<file path="src/tpd_pkg.sv">
// Package for the touch press debouncer: widths, register indexes, reset values,
// item and result types, and the byte-join helper. No dependencies.
package tpd_pkg;

   localparam int unsigned TimeWidth  = 32;
   localparam int unsigned ByteWidth  = 8;
   localparam int unsigned ValWidth   = 11;
   localparam int unsigned CoordWidth = 12;
   localparam int unsigned DurWidth   = 16;
   localparam int unsigned CsrIdxWidth = 2;
   localparam int unsigned CsrDataWidth = 16;

   // configuration register indexes
   localparam logic [CsrIdxWidth-1:0] CSR_THRESHOLD   = 2'd0;
   localparam logic [CsrIdxWidth-1:0] CSR_PRESS_DEB   = 2'd1;
   localparam logic [CsrIdxWidth-1:0] CSR_RELEASE_DEB = 2'd2;

   localparam logic [ValWidth-1:0]   THRESHOLD_RST   = 11'd50;
   localparam logic [DurWidth-1:0]   PRESS_DEB_RST   = 16'd10;
   localparam logic [DurWidth-1:0]   RELEASE_DEB_RST = 16'd25;
   localparam logic [CoordWidth-1:0] COORD_NONE      = '1;

   typedef struct packed {
      logic [TimeWidth-1:0] now_ms;
      logic [ByteWidth-1:0] pressure_hi;
      logic [ByteWidth-1:0] pressure_lo;
      logic [ByteWidth-1:0] xpos_hi;
      logic [ByteWidth-1:0] xpos_lo;
      logic [ByteWidth-1:0] ypos_hi;
      logic [ByteWidth-1:0] ypos_lo;
   } item_type;

   typedef struct packed {
      logic                         is_pressed;
      logic signed [CoordWidth-1:0] xpos_out;
      logic signed [CoordWidth-1:0] ypos_out;
      logic [ValWidth-1:0]          pressure_out;
   } result_type;

   typedef struct packed {
      logic [ValWidth-1:0] pressure_threshold;
      logic [DurWidth-1:0] press_debounce_ms;
      logic [DurWidth-1:0] release_debounce_ms;
   } cfg_type;

   // (hi << 3) | lo, 11 bits
   function automatic logic [ValWidth-1:0] join_bytes(input logic [ByteWidth-1:0] hi,
                                                      input logic [ByteWidth-1:0] lo);
      join_bytes = {hi, 3'b000} | {3'b000, lo};
   endfunction

endpackage

</file>
<file path="src/tpd_core.sv">
// Debounce state machine, deadline timer and coordinate latches.
// Depends on tpd_pkg.
module tpd_core import tpd_pkg::*; (
   input  logic       clock,
   input  logic       reset,
   input  logic       advance,
   input  item_type   item,
   input  cfg_type    cfg,
   output result_type result
);

   typedef enum logic [1:0] {
      RELEASED    = 2'd0,
      PRESSED     = 2'd1,
      DEB_PRESS   = 2'd2,
      DEB_RELEASE = 2'd3
   } mode_type;

   mode_type               mode_ff, mode_in, mode_mid;
   logic [TimeWidth-1:0]   deadline_ff, deadline_in, deadline_mid;
   logic [CoordWidth-1:0]  x_ff, x_in, y_ff, y_in;
   logic [ValWidth-1:0]    pres;
   logic                   touched;
   logic [TimeWidth-1:0]   arm_sum, arm_val, elapsed;
   logic [DurWidth-1:0]    arm_dur;

   assign pres    = join_bytes(item.pressure_hi, item.pressure_lo);
   assign touched = pres > cfg.pressure_threshold;

   assign x_in = touched ? {1'b0, join_bytes(item.xpos_hi, item.xpos_lo)} : x_ff;
   assign y_in = touched ? {1'b0, join_bytes(item.ypos_hi, item.ypos_lo)} : y_ff;

   // only one of the two durations is ever armed per read
   assign arm_dur = (mode_ff == PRESSED) ? cfg.release_debounce_ms : cfg.press_debounce_ms;
   assign arm_sum = item.now_ms + {{(TimeWidth-DurWidth){1'b0}}, arm_dur};
   assign arm_val = (arm_sum == '0) ? TimeWidth'(1) : arm_sum;   // zero means no deadline

   always_comb begin
      mode_mid     = mode_ff;
      deadline_mid = deadline_ff;
      case (mode_ff)
         RELEASED: begin
            if (touched) begin
               mode_mid     = DEB_PRESS;
               deadline_mid = arm_val;
            end
         end
         PRESSED: begin
            if (!touched) begin
               mode_mid     = DEB_RELEASE;
               deadline_mid = arm_val;
            end
         end
         DEB_PRESS: begin
            if (!touched) begin
               mode_mid     = RELEASED;
               deadline_mid = '0;
            end
         end
         default: begin
            if (touched) begin
               mode_mid     = PRESSED;
               deadline_mid = '0;
            end
         end
      endcase
   end

   assign elapsed = item.now_ms - deadline_mid;

   always_comb begin
      mode_in     = mode_mid;
      deadline_in = deadline_mid;
      if (deadline_mid != '0 && !elapsed[TimeWidth-1]) begin
         deadline_in = '0;
         case (mode_mid)
            DEB_PRESS:   mode_in = PRESSED;
            DEB_RELEASE: mode_in = RELEASED;
            default:     mode_in = mode_mid;
         endcase
      end
   end

   assign result.is_pressed   = (mode_in == PRESSED);
   assign result.xpos_out     = x_in;
   assign result.ypos_out     = y_in;
   assign result.pressure_out = pres;

   always_ff @(posedge clock) begin
      if (reset) begin
         mode_ff     <= RELEASED;
         deadline_ff <= '0;
         x_ff        <= COORD_NONE;
         y_ff        <= COORD_NONE;
      end else if (advance) begin
         mode_ff     <= mode_in;
         deadline_ff <= deadline_in;
         x_ff        <= x_in;
         y_ff        <= y_in;
      end
   end

endmodule

</file>
<file path="src/touch_press_debouncer_top.sv">
// Top level of the touch press debouncer: input register, config registers,
// result register. Depends on tpd_pkg and tpd_core.
//
//   channel   direction  handshake              payload
//   req_      in         req_valid/req_ready    now_ms, pressure/xpos/ypos hi+lo bytes
//   rsp_      out        rsp_valid/rsp_ready    is_pressed, xpos_out, ypos_out, pressure_out
//   csr_      in         csr_valid/csr_ready    csr_index, csr_wdata
//
// One item per cycle sustained while rsp_ready holds; an accepted req passes through
// the input register and then the result register before rsp_valid rises.
// The loop that sets the rate is the debounce state update: one 32-bit deadline
// add and one 32-bit wrap-safe compare per item, closed combinationally.
// Reset: synchronous; state goes to released, no deadline, coordinates -1,
// registers to threshold 50, press 10 ms, release 25 ms.
// A stalled rsp holds the result register; the input register still takes one
// more item, after which req_ready drops. csr_ready is always high.
module touch_press_debouncer_top import tpd_pkg::*; (
   input  logic                         clock,
   input  logic                         reset,
   // request channel
   input  logic                         req_valid,
   output logic                         req_ready,
   input  logic [TimeWidth-1:0]         req_now_ms,
   input  logic [ByteWidth-1:0]         req_pressure_hi,
   input  logic [ByteWidth-1:0]         req_pressure_lo,
   input  logic [ByteWidth-1:0]         req_xpos_hi,
   input  logic [ByteWidth-1:0]         req_xpos_lo,
   input  logic [ByteWidth-1:0]         req_ypos_hi,
   input  logic [ByteWidth-1:0]         req_ypos_lo,
   // response channel
   output logic                         rsp_valid,
   input  logic                         rsp_ready,
   output logic                         rsp_is_pressed,
   output logic signed [CoordWidth-1:0] rsp_xpos_out,
   output logic signed [CoordWidth-1:0] rsp_ypos_out,
   output logic [ValWidth-1:0]          rsp_pressure_out,
   // configuration channel
   input  logic                         csr_valid,
   output logic                         csr_ready,
   input  logic [CsrIdxWidth-1:0]       csr_index,
   input  logic [CsrDataWidth-1:0]      csr_wdata
);

   // input register
   logic       in_valid_ff, in_valid_in;
   item_type   item_ff;
   // result register
   logic       out_valid_ff, out_valid_in;
   result_type result_ff, result_in;
   // configuration registers
   cfg_type    cfg_ff;

   logic advance;     // item in input register moves through the core
   logic req_fire;

   assign advance   = in_valid_ff && (!out_valid_ff || rsp_ready);
   assign req_ready = !in_valid_ff || advance;
   assign req_fire  = req_valid && req_ready;
   assign csr_ready = 1'b1;

   assign in_valid_in  = req_fire ? 1'b1 : (advance ? 1'b0 : in_valid_ff);
   assign out_valid_in = advance ? 1'b1 : ((rsp_ready) ? 1'b0 : out_valid_ff);

   always_ff @(posedge clock) begin
      if (reset) begin
         in_valid_ff  <= 1'b0;
         out_valid_ff <= 1'b0;
      end else begin
         in_valid_ff  <= in_valid_in;
         out_valid_ff <= out_valid_in;
      end
   end

   // payload registers, no reset
   always_ff @(posedge clock) begin
      if (req_fire) begin
         item_ff.now_ms      <= req_now_ms;
         item_ff.pressure_hi <= req_pressure_hi;
         item_ff.pressure_lo <= req_pressure_lo;
         item_ff.xpos_hi     <= req_xpos_hi;
         item_ff.xpos_lo     <= req_xpos_lo;
         item_ff.ypos_hi     <= req_ypos_hi;
         item_ff.ypos_lo     <= req_ypos_lo;
      end
      if (advance) begin
         result_ff <= result_in;
      end
   end

   // config writes; an index past the list is dropped
   always_ff @(posedge clock) begin
      if (reset) begin
         cfg_ff.pressure_threshold  <= THRESHOLD_RST;
         cfg_ff.press_debounce_ms   <= PRESS_DEB_RST;
         cfg_ff.release_debounce_ms <= RELEASE_DEB_RST;
      end else if (csr_valid && csr_ready) begin
         case (csr_index)
            CSR_THRESHOLD:   cfg_ff.pressure_threshold  <= csr_wdata[ValWidth-1:0];
            CSR_PRESS_DEB:   cfg_ff.press_debounce_ms   <= csr_wdata;
            CSR_RELEASE_DEB: cfg_ff.release_debounce_ms <= csr_wdata;
            default: ;
         endcase
      end
   end

   tpd_core u_core (
      .clock   (clock),
      .reset   (reset),
      .advance (advance),
      .item    (item_ff),
      .cfg     (cfg_ff),
      .result  (result_in)
   );

   assign rsp_valid        = out_valid_ff;
   assign rsp_is_pressed   = result_ff.is_pressed;
   assign rsp_xpos_out     = result_ff.xpos_out;
   assign rsp_ypos_out     = result_ff.ypos_out;
   assign rsp_pressure_out = result_ff.pressure_out;

   // an item leaving the input register always lands in the result register
   a_advance_fills_out: assert property (@(posedge clock) disable iff (reset)
      advance |=> out_valid_ff)
      else $error("item lost between input and result register");

   // input register never dropped while the result side is stalled
   a_in_holds: assert property (@(posedge clock) disable iff (reset)
      (in_valid_ff && !advance) |=> in_valid_ff)
      else $error("stalled item dropped from input register");

   // pressed implies a touch was seen, so coordinates are latched
   a_pressed_has_coord: assert property (@(posedge clock) disable iff (reset)
      (out_valid_ff && result_ff.is_pressed) |->
         (result_ff.xpos_out != COORD_NONE && result_ff.ypos_out != COORD_NONE))
      else $error("pressed reported without latched coordinates");

   // reset leaves both the input and the result side empty
   a_reset_clears: assert property (@(posedge clock)
      reset |=> (!out_valid_ff && !in_valid_ff))
      else $error("valid flags not cleared by reset");

endmodule
</file>
<file path="config.mk">
export PLATFORM = sky130hd
export DESIGN_NAME = touch_press_debouncer_top
export DESIGN_NICKNAME = d
export VERILOG_FILES = /design/src/tpd_pkg.sv /design/src/tpd_core.sv /design/src/touch_press_debouncer_top.sv
export SDC_FILE = /design/constraint.sdc
export NUM_CORES = 1
export LEC_CHECK = 0
export ABC_AREA = 1
export BUFFER_PORTS_ARGS = -buffer_cell sky130_fd_sc_hd__buf_2
export CAP_MARGIN = 40
export CORE_MARGIN = 2
export CORE_UTILIZATION = 59
export DETAILED_ROUTE_END_ITERATION = 7
export PLACE_DENSITY = 0.8
export RECOVER_POWER = 50
export SLEW_MARGIN = 10
export SYNTH_ARGS = -nofsm -noshare
export SYNTH_HDL_FRONTEND = slang
export SYNTH_SLANG_ARGS = --single-unit
</file>
<file path="constraint.sdc">
create_clock -name clock -period 6.25 [get_ports clock]
set_input_delay 0.3125 -clock clock [delete_from_list [all_inputs] [get_ports clock]]
set_output_delay 0.3125 -clock clock [all_outputs]
set_load 0.02 [all_outputs]
</file>
# Word-level counts from Yosys, hierarchy flattened
# Index checks and enable logic that the tools add are counted.
[word_totals]
ff_bits = 219
inputBits = 103
output_inout_bits = 39
[classes]
add_sub_neg = 2
magnitude_cmp = 1
n_eq_ne = 7
n_mux = 21
bitwise = 3
reduce_logical = 17
[op_table]
columns = ["operator", "n"]
rows = [
  ["$mux 32", 6],
  ["$pmux 32 s3", 1],
  ["$or 11x8->11", 3],
  ["$add 32x16->32", 1],
  ["$logic_not 32->1", 1],
  ["$reduce_bool 32->1", 1],
  ["$sub 32x32->32", 1],
  ["$mux 12", 2],
  ["$mux 16", 1],
  ["$gt 11x11->1", 1],
  ["$mux 2", 5],
  ["$eq 2x2->1 const B", 4],
  ["$eq 2x1->1 const B", 3],
  ["$pmux 2 s3", 1],
  ["$reduce_and 2->1", 3],
  ["$logic_not 2->1", 2],
  ["$mux 1", 4],
  ["$pmux 2 s2", 1],
  ["$reduce_bool 2->1", 2],
  ["$logic_and 1x1->1", 3],
  ["$logic_not 1->1", 3],
  ["$logic_or 1x1->1", 2],
]

# Longest topological paths before layout
[logic_depth]
ltp_word = 12
depth_mapped = 41

# Cells and area by module
# Synthesis repeated with hierarchy kept, for this count alone.
[hier_totals]
cells_unflattened = 1501
area_unflattened_um2 = 11601.1
[by_module_without_submodules]
columns = ["module", "instances", "cells_each", "area_each_um2", "seq_area_each_um2"]
rows = [
  ["tpd_core", 1, 1105, 6243.5, 1161.1],
  ["touch_press_debouncer_top", 1, 396, 5357.6, 4384.2],
]

# Worst setup path after synthesis
# OpenSTA, ideal clock, no wires.
[synth_path]
kind = "reg-to-reg"
startpoint = "register u_core.mode_ff[1]"
endpoint = "register result_ff, in the netlist rsp_is_pressed, data pin"
setup_ps = 269
t_arrival_ps = 4897
required_ps = 5981
slack_ps = 1084
path_stages_with_launch = 35
n_path_buf = 3
period_less_slack_ps = 5166
cell_sequence = "dfxtp_1 -> inv_1 -> nand2_1 -> clkbuf_1 -> mux2_2 -> ha_1 -> fa_1 -> nand2_1 -> nand2_1 -> nand3_1 -> nand2_1 -> nand2_2 -> nand2_2 -> nand2_1 -> nand2_1 -> nand2_1 -> nor2_1 -> nand2_1 -> nor2_2 -> nand3_2 -> nand2_4 -> buf_2 -> o21ai_0 -> inv_1 -> ha_1 -> a21oi_1 -> nand3b_1 -> a21oi_1 -> a2111oi_0 -> nand2_1 -> nand2_1 -> nand3_1 -> nand3_4 -> buf_6 -> a21oi_1"
[synth_lines]
columns = ["item", "line", "text"]
rows = [
  ["start: declaration", "tpd_core.sv:19", "mode_type mode_ff, mode_in, mode_mid;"],
  ["start signal: assignment", "tpd_core.sv:96", "mode_ff <= mode_in;"],
  ["end signal: assignment", "touch_press_debouncer_top.sv:86", "result_ff <= result_in;"],
  ["end: declaration", "touch_press_debouncer_top.sv:49", "result_type result_ff, result_in;"],
]

==> results.md <==
- Status: finished with violations
- Violated checks: capacitance limit, slew limit
- Pre-CTS WS: between 0.4 and 0.5 ns
- EDFF count, synth: 116
- Height of the die: 143 um
- PwrDens: ~290 nW/um^2
- Synth Net Count: around 1500
- Min cycle time layout: roughly 5.8 ns
- Die Span X: between 100 and 150 um
- Rows: 50
- Hold Fails Final Rpt: 0
- DR vias/cell: about 5.6
- CTS tree: built
- Vias in the first global route: 10000
- Post-synthesis async set-or-reset flop share: 0%
- Crit path kind: register to register
- Leak: between 0.006 and 0.007 uW
- I/O Buffers: between 100 and 150
- Reg-to-reg setup timing slack: 0.46 ns
- Vias post-DR: ~10000
- Initial Utilization: approximately three fifths
- Area leader, netlist: edfxtp_1
- Required time of the critical path: around 6.5 ns
- Startpoint types: register
- Tcrit/Tclk final: around 93%
- Final net count: 1749
- Synth top area share: 30.7%
- Worst min path class: primary input to register
- First-pass GRT wire length: approximately 50000 um
- Cell repeated most along the worst path: nand2_1
- Initial antenna violation count: 0
- Clock H-tree levels: 1
- Grt total ovfl: 0
- Max_cap viols: 1
- Clock Tree Buf Depth: 3
- Fillcell total: roughly 1400
- Yosys warnings: 0
- Slew margin rel.: -2.10%
- Area grow syn2layout: 21.4%
- Die Area: 20400 sq um
- PnR worst setup slack: 0.457 ns
- Cells after Synth: approximately 1400
- Core Box Area: 18800 sq um
- Fmax: around 170 MHz
- Initial DRC Count: between 900 and 1000
- Worst Skew: ~0.014 ns
- WL final: between 30000 and 40000 um
- Mapped Area: 11400 sq um
- Most common cell in the netlist: nand2_1
- Seq cells post-synth: ~220
- Worst-skew pair later-pin latency: around 0.53 ns
- CP Capture Type: register
- CTS Sinks: ~220
- Peak supply drop: roughly 200 uV
- Crit Path Max Fanout: 28
- Synth top cells by count: 412 x nand2_1, 142 x inv_1, 142 x nor2_1, 116 x edfxtp_1, 103 x dfxtp_1
- Ys flop type: edfxtp_1
- Detailed Place HPWL: between 20000 and 25000 um
- Avg Inst Size Synth: about 8.3 sq um
- Worst Tran Pin Value: ~1.5 ns
- Cts bufs inserted: 24
- Critical path's slowest cell: fa_1
- Cells after DPL: 1712
- Largest net degree at the start of global routing: 70
- Critical path arrival: about 6.1 ns
- Final setup violation count: 0
- Cell Count, Final, Fillers Out: approximately 1800
- Root Buffer: clkbuf_16
- GPL Wtd Cong: ~0.98
- Area contributors post-synth: edfxtp_1 31%, dfxtp_1 18%, nand2_1 14%
- Drt drc: 0
- Tot GR Track Use: about 31%
- Final ANT Viol Nets: 0
- Clk slew on worst S/H paths: 0.06 ns
- Ratio of cells with drive above 1 in the final layout: about 15%
- Top-Level Pins: about 140
- Setup TNS: 0 ns
- Register area share after synthesis: between 40% and 50%
- WL/cell: approximately 17 um
- Netlist cell types: 47
- First-pass DRT Iterations: 6
- Diode count: 0
- Slew Limit Fails: 35
- Highest cell delay on the worst timing path: ~0.48 ns
==> layout by cell type, fill, tap and decap left out, drive strengths merged, types with 74 or more instances in the layout <==
cell type    synthesis  routed
a21oi               97      97
buf                 14     110
clkbuf              29      79
dfxtp              103     103
dlygate4sd3          0      80
edfxtp             116     116
inv                146     146
nand2              418     418
nand3               74      74
nor2               149     149
==> power by group <==
group	internal (uW)	leakage, uW	switching [uW]
clock network	801	0.000376	579
logic	310	0.00378	590
registers	1620	0.00196	54.8
==> path summary, 6_finish.rpt <==
kind / start / end / cells after the start
worst max register to register: u_core.mode_ff[1] / rsp_is_pressed / 32
worst max-delay path: u_core.mode_ff[1] / rsp_is_pressed / 32
worst min-delay path: csr_wdata[14] / cfg_ff[14] / 3
worst min register to register: item_ff[32] / rsp_pressure_out[0] / 0
==> per-stage QoR <==
| stage | hold slack, ns | utilization [%] | total power [uW] | cell area (sq um) |
|---|---|---|---|---|
| floorplan | 0.411 | - | 2290 | 11400 |
| finish | 0.0333 | 73.5 | 3950 | 13800 |
| global route | 0.0576 | 73.5 | 4120 | 13800 |
| global placement | 0.447 | 65.2 | 2510 | 12200 |
| detailed placement | 0.438 | 65.5 | 2530 | 12300 |
| CTS | 0.0257 | 73.8 | 3930 | 13900 |
==> state kept, by name (all words and copies together) (netlist names) <==
signal,cells
u_core.deadline_ff,32
u_core.mode_ff,2
in_valid_ff,1
cfg_ff,43
u_core.x_ff,12
u_core.y_ff,12
item_ff,80
rsp_xpos_out,12
rsp_ypos_out,12
rsp_valid,1
rsp_pressure_out,11
rsp_is_pressed,1
==> cell families (layout without fill, tap and decap cells) <==
kind of cell	Yosys count	in the layout	share of synthesized area, %
and+or+nand+nor	687	687	25.9
DFF	219	219	48.8
buffers and inverters	191	425	6.73
AOI/OAI and AO/OA	186	186	9.54
adders and majority gates	62	62	6.90
muxes	16	16	1.59
xor gates and xnor gates	6	6	0.463
other	1	1	0.0330
==> critical path: cells and delay by family (launching register included) <==
family	cells	cell delay, ns
AOI/OAI and AO/OA	4	0.76
DFF	1	0.42
muxes	1	0.37
and+or+nand+nor	21	2.44
buffers and inverters	3	0.47
adders and majority gates	3	1.07
==> what timing repair did <==
action	in CTS	in global routing
buffers inserted	0	0
setup endpoints to repair	0	29
hold buffers	80	0
gates resized for setup	0	5
hold endpoints to repair	80	0
==> area by class of cell <==
cell class / instances / area, sq um / share of cell area (%)
Clock inverter: 8 / 85.1 / 0.617
Multi-Input combinational cell: 958 / 5070 / 36.8
Inverter: 148 / 558 / 4.05
Clock buffer: 36 / 681 / 4.94
Sequential cell: 219 / 5550 / 40.2
Tap cell: 234 / 293 / 2.12
Timing Repair Buffer: 233 / 1560 / 11.3
==> per-layer routing <==
layer	share of wire (%)	vias to the layer above	routed length [um]	track usage, %
li1	-	4940	-	-
met1	41	4705	12700	38.1
met2	49	458	15400	54.9
met3	6.7	91	2100	4.09
met4	3.3	0	1040	10.9
met5	0	-	0	0
Power figures use the tool's default switching activity.
